`src/design/lsas_pkg.sv`:
```
// Shared constants, types and state codes of the level sensor averaging and scaling block.
`default_nettype none

package lsas_pkg;

    localparam int SAMPLE_W   = 10;
    localparam int WINDOW_LEN = 5;
    localparam int SUM_W      = SAMPLE_W + $clog2(WINDOW_LEN + 1);
    localparam int ROT_CNT_W  = $clog2(WINDOW_LEN + 1);

    // The window mean is the sum times a rounded-up reciprocal of the window length.
    // With this shift the result is exact for every possible window sum.
    localparam int AVG_SHIFT   = 20;
    localparam int AVG_RECIP_W = AVG_SHIFT + 1;
    localparam int AVG_PROD_W  = SUM_W + AVG_RECIP_W;
    localparam logic [AVG_RECIP_W-1:0] AVG_RECIP =
        AVG_RECIP_W'((2 ** AVG_SHIFT + WINDOW_LEN - 1) / WINDOW_LEN);

    localparam int PCT_W  = 7;
    localparam int BAND_W = 3;

    localparam int DIVD_W    = 17;
    localparam int DIVS_W    = 10;
    localparam int DIV_CNT_W = $clog2(DIVD_W + 1);

    localparam int S_TDATA_W = 16;
    localparam int M_TDATA_W = 24;
    localparam int CFG_ADDR_W = 1;

    localparam logic [SAMPLE_W-1:0] EMPTY_RESET    = SAMPLE_W'(5);
    localparam logic [SAMPLE_W-1:0] FULL_RESET     = SAMPLE_W'(12);
    localparam logic [SAMPLE_W-1:0] FAULT_LOW_MAX  = SAMPLE_W'(20);
    localparam logic [SAMPLE_W-1:0] FAULT_HIGH_MIN = SAMPLE_W'(1003);

    localparam logic [DIVD_W-1:0] PCT_SCALE = DIVD_W'(100);

    localparam logic [PCT_W-1:0] BAND_EMPTY_MAX = PCT_W'(10);
    localparam logic [PCT_W-1:0] BAND_LOW_MAX   = PCT_W'(25);
    localparam logic [PCT_W-1:0] BAND_HALF_MAX  = PCT_W'(50);
    localparam logic [PCT_W-1:0] BAND_GOOD_MAX  = PCT_W'(75);

    localparam logic [BAND_W-1:0] BAND_EMPTY = BAND_W'(0);
    localparam logic [BAND_W-1:0] BAND_LOW   = BAND_W'(1);
    localparam logic [BAND_W-1:0] BAND_HALF  = BAND_W'(2);
    localparam logic [BAND_W-1:0] BAND_GOOD  = BAND_W'(3);
    localparam logic [BAND_W-1:0] BAND_FULL  = BAND_W'(4);

    localparam logic [CFG_ADDR_W-1:0] REG_EMPTY_POINT = CFG_ADDR_W'(0);
    localparam logic [CFG_ADDR_W-1:0] REG_FULL_POINT  = CFG_ADDR_W'(1);

    typedef enum logic [2:0] {
        ST_IDLE,
        ST_ROTATE,
        ST_AVERAGE,
        ST_MAP,
        ST_PCT_GO,
        ST_PCT_WAIT,
        ST_OUT
    } state_t;

    typedef struct packed {
        logic              start;
        logic [DIVD_W-1:0] dividend;
        logic [DIVS_W-1:0] divisor;
    } div_req_t;

    typedef struct packed {
        logic              busy;
        logic              done;
        logic [DIVD_W-1:0] quotient;
    } div_rsp_t;

endpackage

`default_nettype wire

```
`src/design/lsas_cell.sv`:
```
// One slot of the sample window, handing its value to the next slot when the chain shifts.
`default_nettype none

module lsas_cell (
    input  wire logic                          aclk,
    input  wire logic                          aresetn,
    input  wire logic                          shift_en,
    input  wire logic [lsas_pkg::SAMPLE_W-1:0] d_in,
    output logic      [lsas_pkg::SAMPLE_W-1:0] d_out
);

    logic [lsas_pkg::SAMPLE_W-1:0] data_reg;

    always_ff @(posedge aclk) begin
        if (!aresetn) begin
            data_reg <= '0;
        end else if (shift_en) begin
            data_reg <= d_in;
        end
    end

    assign d_out = data_reg;

endmodule

`default_nettype wire

```
`src/design/lsas_div.sv`:
```
// Restoring divider that produces one quotient bit per cycle.
`default_nettype none

module lsas_div (
    input  wire logic               aclk,
    input  wire logic               aresetn,
    input  wire lsas_pkg::div_req_t req,
    output lsas_pkg::div_rsp_t      rsp
);

    logic [lsas_pkg::DIVS_W-1:0]    rem_reg;
    logic [lsas_pkg::DIVS_W-1:0]    rem_next;
    logic [lsas_pkg::DIVD_W-1:0]    quo_reg;
    logic [lsas_pkg::DIVD_W-1:0]    quo_next;
    logic [lsas_pkg::DIVS_W-1:0]    den_reg;
    logic [lsas_pkg::DIV_CNT_W-1:0] cnt_reg;
    logic                           busy_reg;
    logic                           done_reg;
    logic [lsas_pkg::DIVS_W:0]      rem_shift;
    logic [lsas_pkg::DIVS_W:0]      rem_diff;

    always_comb begin
        rem_shift = {rem_reg, quo_reg[lsas_pkg::DIVD_W-1]};
        rem_diff  = rem_shift - {1'b0, den_reg};
        if (!rem_diff[lsas_pkg::DIVS_W]) begin
            rem_next = rem_diff[lsas_pkg::DIVS_W-1:0];
            quo_next = {quo_reg[lsas_pkg::DIVD_W-2:0], 1'b1};
        end else begin
            rem_next = rem_shift[lsas_pkg::DIVS_W-1:0];
            quo_next = {quo_reg[lsas_pkg::DIVD_W-2:0], 1'b0};
        end
    end

    always_ff @(posedge aclk) begin
        if (!aresetn) begin
            busy_reg <= 1'b0;
            done_reg <= 1'b0;
            cnt_reg  <= '0;
        end else begin
            done_reg <= 1'b0;
            if (req.start) begin
                busy_reg <= 1'b1;
                cnt_reg  <= lsas_pkg::DIV_CNT_W'(lsas_pkg::DIVD_W);
            end else if (busy_reg) begin
                cnt_reg <= cnt_reg - lsas_pkg::DIV_CNT_W'(1);
                if (cnt_reg == lsas_pkg::DIV_CNT_W'(1)) begin
                    busy_reg <= 1'b0;
                    done_reg <= 1'b1;
                end
            end
        end
    end

    always_ff @(posedge aclk) begin
        if (req.start) begin
            rem_reg <= '0;
            quo_reg <= req.dividend;
            den_reg <= req.divisor;
        end else if (busy_reg) begin
            rem_reg <= rem_next;
            quo_reg <= quo_next;
        end
    end

    assign rsp.busy     = busy_reg;
    assign rsp.done     = done_reg;
    assign rsp.quotient = quo_reg;

endmodule

`default_nettype wire

```
`src/design/level_sensor_average_scale.sv`:
```
// Top level: sample window chain, averaging, calibration mapping and level banding.
// Each item is rotated through the window and averaged, except the first item after reset,
// which is used as it stands; with full_point not above empty_point the mapping divide
// is skipped.
// One item is in flight at a time: the next item is accepted only once the result of the
// last has been loaded into the output register, so a result stall holds the input.
// Reset is synchronous and active low; it clears the window and restores the calibration.
`default_nettype none

module level_sensor_average_scale (
    input  wire logic                              aclk,
    input  wire logic                              aresetn,
    input  wire logic                              s_tvalid,
    output logic                                   s_tready,
    // Bits from the lowest: sample[9:0], zero fill.
    input  wire logic [lsas_pkg::S_TDATA_W-1:0]    s_tdata,
    output logic                                   m_tvalid,
    input  wire logic                              m_tready,
    // Bits from the lowest: level_percent[6:0], level_band[9:7], sensor_fault[10],
    // averaged_value[20:11], zero fill.
    output logic      [lsas_pkg::M_TDATA_W-1:0]    m_tdata,
    input  wire logic                              cfg_we,
    input  wire logic [lsas_pkg::CFG_ADDR_W-1:0]   cfg_addr,
    input  wire logic [lsas_pkg::SAMPLE_W-1:0]     cfg_wdata
);

    lsas_pkg::state_t state_reg;
    lsas_pkg::state_t state_next;

    logic [lsas_pkg::SAMPLE_W-1:0]  empty_reg;
    logic [lsas_pkg::SAMPLE_W-1:0]  full_reg;
    logic                           primed_reg;
    logic                           primed_next;
    logic [lsas_pkg::ROT_CNT_W-1:0] rot_cnt_reg;
    logic [lsas_pkg::ROT_CNT_W-1:0] rot_cnt_next;
    logic [lsas_pkg::SUM_W-1:0]     acc_reg;
    logic [lsas_pkg::SUM_W-1:0]     acc_next;
    logic [lsas_pkg::SAMPLE_W-1:0]  avg_reg;
    logic [lsas_pkg::SAMPLE_W-1:0]  avg_next;
    logic                           fault_reg;
    logic                           fault_next;
    logic [lsas_pkg::DIVD_W-1:0]    num_reg;
    logic [lsas_pkg::DIVD_W-1:0]    num_next;
    logic [lsas_pkg::DIVS_W-1:0]    den_reg;
    logic [lsas_pkg::DIVS_W-1:0]    den_next;
    logic                           calib_ok_reg;
    logic                           calib_ok_next;
    logic [lsas_pkg::PCT_W-1:0]     pct_reg;
    logic [lsas_pkg::PCT_W-1:0]     pct_next;
    logic                           m_valid_reg;
    logic                           m_valid_next;
    logic [lsas_pkg::M_TDATA_W-1:0] m_data_reg;
    logic [lsas_pkg::M_TDATA_W-1:0] m_data_next;

    logic                            accept;
    logic                            out_load;
    logic                            shift_en;
    logic [lsas_pkg::SAMPLE_W-1:0]   sample;
    logic [lsas_pkg::SAMPLE_W-1:0]   clamped;
    logic [lsas_pkg::SAMPLE_W-1:0]   offset;
    logic [lsas_pkg::BAND_W-1:0]     band;
    logic [lsas_pkg::AVG_PROD_W-1:0] avg_prod;

    logic [lsas_pkg::SAMPLE_W-1:0] cell_out [lsas_pkg::WINDOW_LEN];
    logic [lsas_pkg::SAMPLE_W-1:0] chain_in;

    lsas_pkg::div_req_t div_req;
    lsas_pkg::div_rsp_t div_rsp;

    assign sample   = s_tdata[lsas_pkg::SAMPLE_W-1:0];
    assign s_tready = (state_reg == lsas_pkg::ST_IDLE);
    assign accept   = s_tvalid && s_tready;
    assign out_load = (state_reg == lsas_pkg::ST_OUT) && (!m_valid_reg || m_tready);
    assign shift_en = accept || (state_reg == lsas_pkg::ST_ROTATE);
    assign chain_in = accept ? sample : cell_out[lsas_pkg::WINDOW_LEN-1];
    assign avg_prod = lsas_pkg::AVG_PROD_W'(acc_reg) *
                      lsas_pkg::AVG_PROD_W'(lsas_pkg::AVG_RECIP);

    for (genvar i = 0; i < lsas_pkg::WINDOW_LEN; i++) begin : g_cell
        if (i == 0) begin : g_head
            lsas_cell u_cell (
                .aclk     (aclk),
                .aresetn  (aresetn),
                .shift_en (shift_en),
                .d_in     (chain_in),
                .d_out    (cell_out[i])
            );
        end else begin : g_body
            lsas_cell u_cell (
                .aclk     (aclk),
                .aresetn  (aresetn),
                .shift_en (shift_en),
                .d_in     (cell_out[i-1]),
                .d_out    (cell_out[i])
            );
        end
    end

    lsas_div u_div (
        .aclk    (aclk),
        .aresetn (aresetn),
        .req     (div_req),
        .rsp     (div_rsp)
    );

    always_comb begin
        state_next = state_reg;
        case (state_reg)
            lsas_pkg::ST_IDLE: begin
                if (accept) begin
                    state_next = primed_reg ? lsas_pkg::ST_ROTATE : lsas_pkg::ST_MAP;
                end
            end
            lsas_pkg::ST_ROTATE: begin
                if (rot_cnt_reg == lsas_pkg::ROT_CNT_W'(lsas_pkg::WINDOW_LEN - 1)) begin
                    state_next = lsas_pkg::ST_AVERAGE;
                end
            end
            lsas_pkg::ST_AVERAGE: begin
                state_next = lsas_pkg::ST_MAP;
            end
            lsas_pkg::ST_MAP: begin
                state_next = (full_reg > empty_reg) ? lsas_pkg::ST_PCT_GO : lsas_pkg::ST_OUT;
            end
            lsas_pkg::ST_PCT_GO: begin
                state_next = lsas_pkg::ST_PCT_WAIT;
            end
            lsas_pkg::ST_PCT_WAIT: begin
                if (div_rsp.done) begin
                    state_next = lsas_pkg::ST_OUT;
                end
            end
            lsas_pkg::ST_OUT: begin
                if (out_load) begin
                    state_next = lsas_pkg::ST_IDLE;
                end
            end
            default: begin
                state_next = lsas_pkg::ST_IDLE;
            end
        endcase
    end

    always_comb begin
        if (avg_reg < empty_reg) begin
            clamped = empty_reg;
        end else if (avg_reg > full_reg) begin
            clamped = full_reg;
        end else begin
            clamped = avg_reg;
        end
        offset = clamped - empty_reg;

        if (pct_reg <= lsas_pkg::BAND_EMPTY_MAX) begin
            band = lsas_pkg::BAND_EMPTY;
        end else if (pct_reg <= lsas_pkg::BAND_LOW_MAX) begin
            band = lsas_pkg::BAND_LOW;
        end else if (pct_reg <= lsas_pkg::BAND_HALF_MAX) begin
            band = lsas_pkg::BAND_HALF;
        end else if (pct_reg <= lsas_pkg::BAND_GOOD_MAX) begin
            band = lsas_pkg::BAND_GOOD;
        end else begin
            band = lsas_pkg::BAND_FULL;
        end
    end

    always_comb begin
        primed_next   = primed_reg;
        rot_cnt_next  = rot_cnt_reg;
        acc_next      = acc_reg;
        avg_next      = avg_reg;
        fault_next    = fault_reg;
        num_next      = num_reg;
        den_next      = den_reg;
        calib_ok_next = calib_ok_reg;
        pct_next      = pct_reg;
        m_data_next   = m_data_reg;
        m_valid_next  = m_valid_reg && !m_tready;
        div_req       = '0;

        case (state_reg)
            lsas_pkg::ST_IDLE: begin
                if (accept) begin
                    primed_next  = 1'b1;
                    rot_cnt_next = '0;
                    acc_next     = '0;
                    avg_next     = sample;
                    fault_next   = (sample <= lsas_pkg::FAULT_LOW_MAX) ||
                                   (sample >= lsas_pkg::FAULT_HIGH_MIN);
                end
            end
            lsas_pkg::ST_ROTATE: begin
                rot_cnt_next = rot_cnt_reg + lsas_pkg::ROT_CNT_W'(1);
                acc_next     = acc_reg +
                               lsas_pkg::SUM_W'(cell_out[lsas_pkg::WINDOW_LEN-1]);
            end
            lsas_pkg::ST_AVERAGE: begin
                avg_next = avg_prod[lsas_pkg::AVG_SHIFT +: lsas_pkg::SAMPLE_W];
            end
            lsas_pkg::ST_MAP: begin
                calib_ok_next = full_reg > empty_reg;
                num_next      = lsas_pkg::DIVD_W'(offset) * lsas_pkg::PCT_SCALE;
                den_next      = full_reg - empty_reg;
                pct_next      = '0;
            end
            lsas_pkg::ST_PCT_GO: begin
                div_req.start    = 1'b1;
                div_req.dividend = num_reg;
                div_req.divisor  = den_reg;
            end
            lsas_pkg::ST_PCT_WAIT: begin
                if (div_rsp.done) begin
                    pct_next = div_rsp.quotient[lsas_pkg::PCT_W-1:0];
                end
            end
            lsas_pkg::ST_OUT: begin
                if (out_load) begin
                    m_valid_next = 1'b1;
                    m_data_next  = lsas_pkg::M_TDATA_W'({avg_reg, fault_reg, band, pct_reg});
                end
            end
            default: begin
            end
        endcase
    end

    always_ff @(posedge aclk) begin
        if (!aresetn) begin
            state_reg   <= lsas_pkg::ST_IDLE;
            primed_reg  <= 1'b0;
            m_valid_reg <= 1'b0;
            empty_reg   <= lsas_pkg::EMPTY_RESET;
            full_reg    <= lsas_pkg::FULL_RESET;
            rot_cnt_reg <= '0;
        end else begin
            state_reg   <= state_next;
            primed_reg  <= primed_next;
            m_valid_reg <= m_valid_next;
            rot_cnt_reg <= rot_cnt_next;
            if (cfg_we && (cfg_addr == lsas_pkg::REG_EMPTY_POINT)) begin
                empty_reg <= cfg_wdata;
            end
            if (cfg_we && (cfg_addr == lsas_pkg::REG_FULL_POINT)) begin
                full_reg <= cfg_wdata;
            end
        end
    end

    always_ff @(posedge aclk) begin
        acc_reg      <= acc_next;
        avg_reg      <= avg_next;
        fault_reg    <= fault_next;
        num_reg      <= num_next;
        den_reg      <= den_next;
        calib_ok_reg <= calib_ok_next;
        pct_reg      <= pct_next;
        m_data_reg   <= m_data_next;
    end

    assign m_tvalid = m_valid_reg;
    assign m_tdata  = m_data_reg;

`ifndef NO_ASSERTIONS
    a_idle_div_quiet: assert property (@(posedge aclk) disable iff (!aresetn)
        (state_reg == lsas_pkg::ST_IDLE) |-> !div_rsp.busy)
        else $error("divider busy while block is idle");

    a_pct_range: assert property (@(posedge aclk) disable iff (!aresetn)
        m_tvalid |-> (m_tdata[lsas_pkg::PCT_W-1:0] <= lsas_pkg::PCT_W'(100)))
        else $error("level percent above one hundred");

    a_bad_calib_zero: assert property (@(posedge aclk) disable iff (!aresetn)
        ((state_reg == lsas_pkg::ST_OUT) && !calib_ok_reg) |-> (pct_reg == '0))
        else $error("nonzero percent with inverted calibration");

    a_wait_has_div: assert property (@(posedge aclk) disable iff (!aresetn)
        (state_reg == lsas_pkg::ST_PCT_WAIT) |-> (div_rsp.busy || div_rsp.done))
        else $error("waiting on a divider that is not running");
`endif

endmodule

`default_nettype wire
```
`config.mk`:
```
export PLATFORM = sky130hd
export DESIGN_NAME = level_sensor_average_scale
export DESIGN_NICKNAME = d
export VERILOG_FILES = /design/src/design/lsas_pkg.sv /design/src/design/lsas_cell.sv /design/src/design/lsas_div.sv /design/src/design/level_sensor_average_scale.sv
export SDC_FILE = /design/constraint.sdc
export NUM_CORES = 1
export LEC_CHECK = 0
export BUFFER_PORTS_ARGS = -buffer_cell sky130_fd_sc_hd__buf_2
export CAP_MARGIN = 20
export CORE_ASPECT_RATIO = 1.75
export CORE_MARGIN = 3
export CORE_UTILIZATION = 50
export DETAILED_ROUTE_END_ITERATION = 7
export GPL_ROUTABILITY_DRIVEN = 1
export PLACE_DENSITY_LB_ADDON = 0.05
export SLEW_MARGIN = 20
export SYNTH_ARGS = -nofsm -noshare
export SYNTH_HDL_FRONTEND = slang
export SYNTH_SLANG_ARGS = --single-unit
```
`constraint.sdc`:
```
create_clock -name aclk -period 8.5 [get_ports aclk]
set_input_delay 1.7 -clock aclk [delete_from_list [all_inputs] [get_ports aclk]]
set_output_delay 1.7 -clock aclk [all_outputs]
set_load 0.05 [all_outputs]
```
==> metrics.txt <==
outcome=complete, no violations; unrepaired setup endpoints after global routing=false; post-place setup slack=2.13 ns; predominant post-synthesis flop cell=edfxtp_1; GP Congestion=0.894; EDFF count, synth=104; max incr delay on CP=0.50 ns; final clock skew=0.0197 ns; R2R Setup Slk=2.14 ns; fillers=2402; DRC=0; DP Wirelength=22400 microns; CP max-delay cell=edfxtp_1; cell repeated most along the worst path=ha_1; H-tree depth=4; Worst Tran Pin Value=1.07 ns; CP Launch Point=avg_reg[3]$_DFFE_PP_; WL/cell=16.0 microns; critical path arrival=6.55 ns; max-cap violations=0; Slew Limit Fails=0; synthesized flop and latch total=199; Ports=58; Unique masters post-synth=60; R2R Path End=num_reg[16]$_DFFE_PP_; fin nets=1702; first-pass GRT wire length=47200 microns; commonest non-fill, non-tap cell in the layout=nand2_1; antenna-violating nets left=0; final setup violation count=0; row count=78; CTS tree=yes; initial antenna violation count=2; placed cells=1739; post-CTS sizing=0; Cell Area, Synth=13400 sq um; area growth from synthesis to layout=8.55%; gr usage total=20.7%; # port buffers=48; Routed WL=28300 microns; number of flip-flops in the largest register=40; hold violation count in the final report=0; hold endpoint=m_tdata[10]$_DFFE_PP_; vias in the first global route=9640; WS Path Type=flop to flop; Met1 Wirelength=10800 microns; Initial Utilization=51.3%; Worst Hold Launch=fault_reg$_DFFE_PP_; initial DRC count=392; Hold Path Stages=0; Die X=130 microns; ys async rst share=0%; most frequent cells in the layout=nand2_1 (249), ha_1 (175), inv_1 (169); via count=9526; part of the cycle the worst path needs=74.8%; RR Startpoint=avg_reg[3]$_DFFE_PP_; minimum clock period after layout=6.36 ns; Die Area=28900 sq um; Worst Setup Slack, final=2.14 ns; cts hold-fix bufs=0; Core Area=26200 sq um; Max Fclk=157 MHz; clk slew on worst S/H paths=0.08 ns; Root Driver=clkbuf_16; clock latency at the later pin of the worst-skew pair=0.45 ns; Pre-antenna DRT Iters=5; Die H=223 microns; reg2reg path depth=28; syn avg cell area=9.51 sq um; sequential cell area fraction in the yosys report=37.5%; number of post-CTS setup repair buffers=0; Critical Path Fanout Max=18; largest net degree at the start of global routing=83; clk sinks=199; Mapped Cells=1410; routed vias/inst=5.37; share of cells above drive strength 1=7.03%; CP Capture Type=flop; WP data required=8.69 ns; Slew HR=28.9%; Detail Route met2 WL=15700 microns; Hold Path Class=flop to flop; non-filler cells, final=1773; Overflow after GRT=0; total CTS buffers=17; CP Launch Type=flop; metal3 WL=752 microns; Post-Route Setup TNS=0 ns; YS warnings=0; Max Root-Sink Buffers=2; top sig layer=met4
cells in the mapped netlist, drive strengths merged (15+ instances only):
| cell type | count | area share [%] |
|---|---|---|
| inv | 170 | 4.8 |
| and2 | 15 | 0.70 |
| dfxtp | 95 | 14 |
| nor2b | 20 | 0.93 |
| a21oi | 60 | 2.2 |
| nor3 | 16 | 0.60 |
| edfxtp | 104 | 23 |
| nand3 | 16 | 0.60 |
| xnor2 | 37 | 2.5 |
| fa | 57 | 8.5 |
| a21o | 23 | 1.3 |
| clkbuf | 43 | 1.2 |
| ha | 175 | 16 |
| xor2 | 15 | 0.98 |
| nand2 | 249 | 7.0 |
| nor2 | 65 | 1.8 |
| o21ai | 59 | 2.3 |
| a21boi | 66 | 3.7 |
worst max-delay path: cells and delay by family (launching register included):
kind | cells | cell delay [ns]
adder cells (fa/ha/maj) | 7 | 2.38
AO/OA/AOI/OAI | 12 | 1.73
AND/OR/NAND/NOR | 5 | 0.85
flip-flops | 1 | 0.50
XOR/XNOR | 1 | 0.37
multiplexers | 1 | 0.20
buffers and inverters | 2 | 0.09
cells by family (layout without fill, tap and decap cells):
kind of cell	after synthesis	in the layout	share of synthesized area (%)
adders and majority gates	232	232	24.8
AOI/OAI and AO/OA	276	276	13.7
muxes	6	6	0.448
other	1	5	0.0280
buffers and inverters	218	257	6.22
and+or+nand+nor	426	426	13.8
xor gates and xnor gates	52	52	3.45
DFF	199	199	37.5
through the flow:
step	hold slack, ns	util, %	instance area, sq um
floorplan	0.400	-	13400
global route	0.465	55.6	14600
CTS	0.439	55.6	14500
global placement	0.417	53.2	13900
detailed placement	0.406	53.2	13900
finish	0.436	55.6	14600
metal layers:
layer  up-vias  track usage, %
li1       4812               -
met1      4517            22.2
met2       137            38.8
met3        60            3.42
met4         0            8.89
met5         -               0
worst max path at each step:
stage / end / slack, ns
after detailed placement: num_reg[16]$_DFFE_PP_ / 2.13
after CTS: num_reg[16]$_DFFE_PP_ / 2.10
after global routing: num_reg[16]$_DFFE_PP_ / 1.59
final: num_reg[16]$_DFFE_PP_ / 2.14
after global placement: num_reg[16]$_DFFE_PP_ / 2.23
after floorplan: num_reg[16]$_DFFE_PP_ / 2.77
area by class of cell:
type / instances / area (sq um) / area share (%)
antenna: 2 / 5.00 / 0.0344
multi-input combinational: 995 / 7570 / 52.0
inverter: 170 / 638 / 4.38
tap: 320 / 400 / 2.75
timing repair buffer: 55 / 293 / 2.01
sequential: 199 / 5020 / 34.5
clock buffer: 21 / 504 / 3.46
clock inverter: 11 / 119 / 0.817
Power is left out: the tool's default activity adds up to more than one toggle a clock period on the data nets, which glitch-free logic cannot reach.
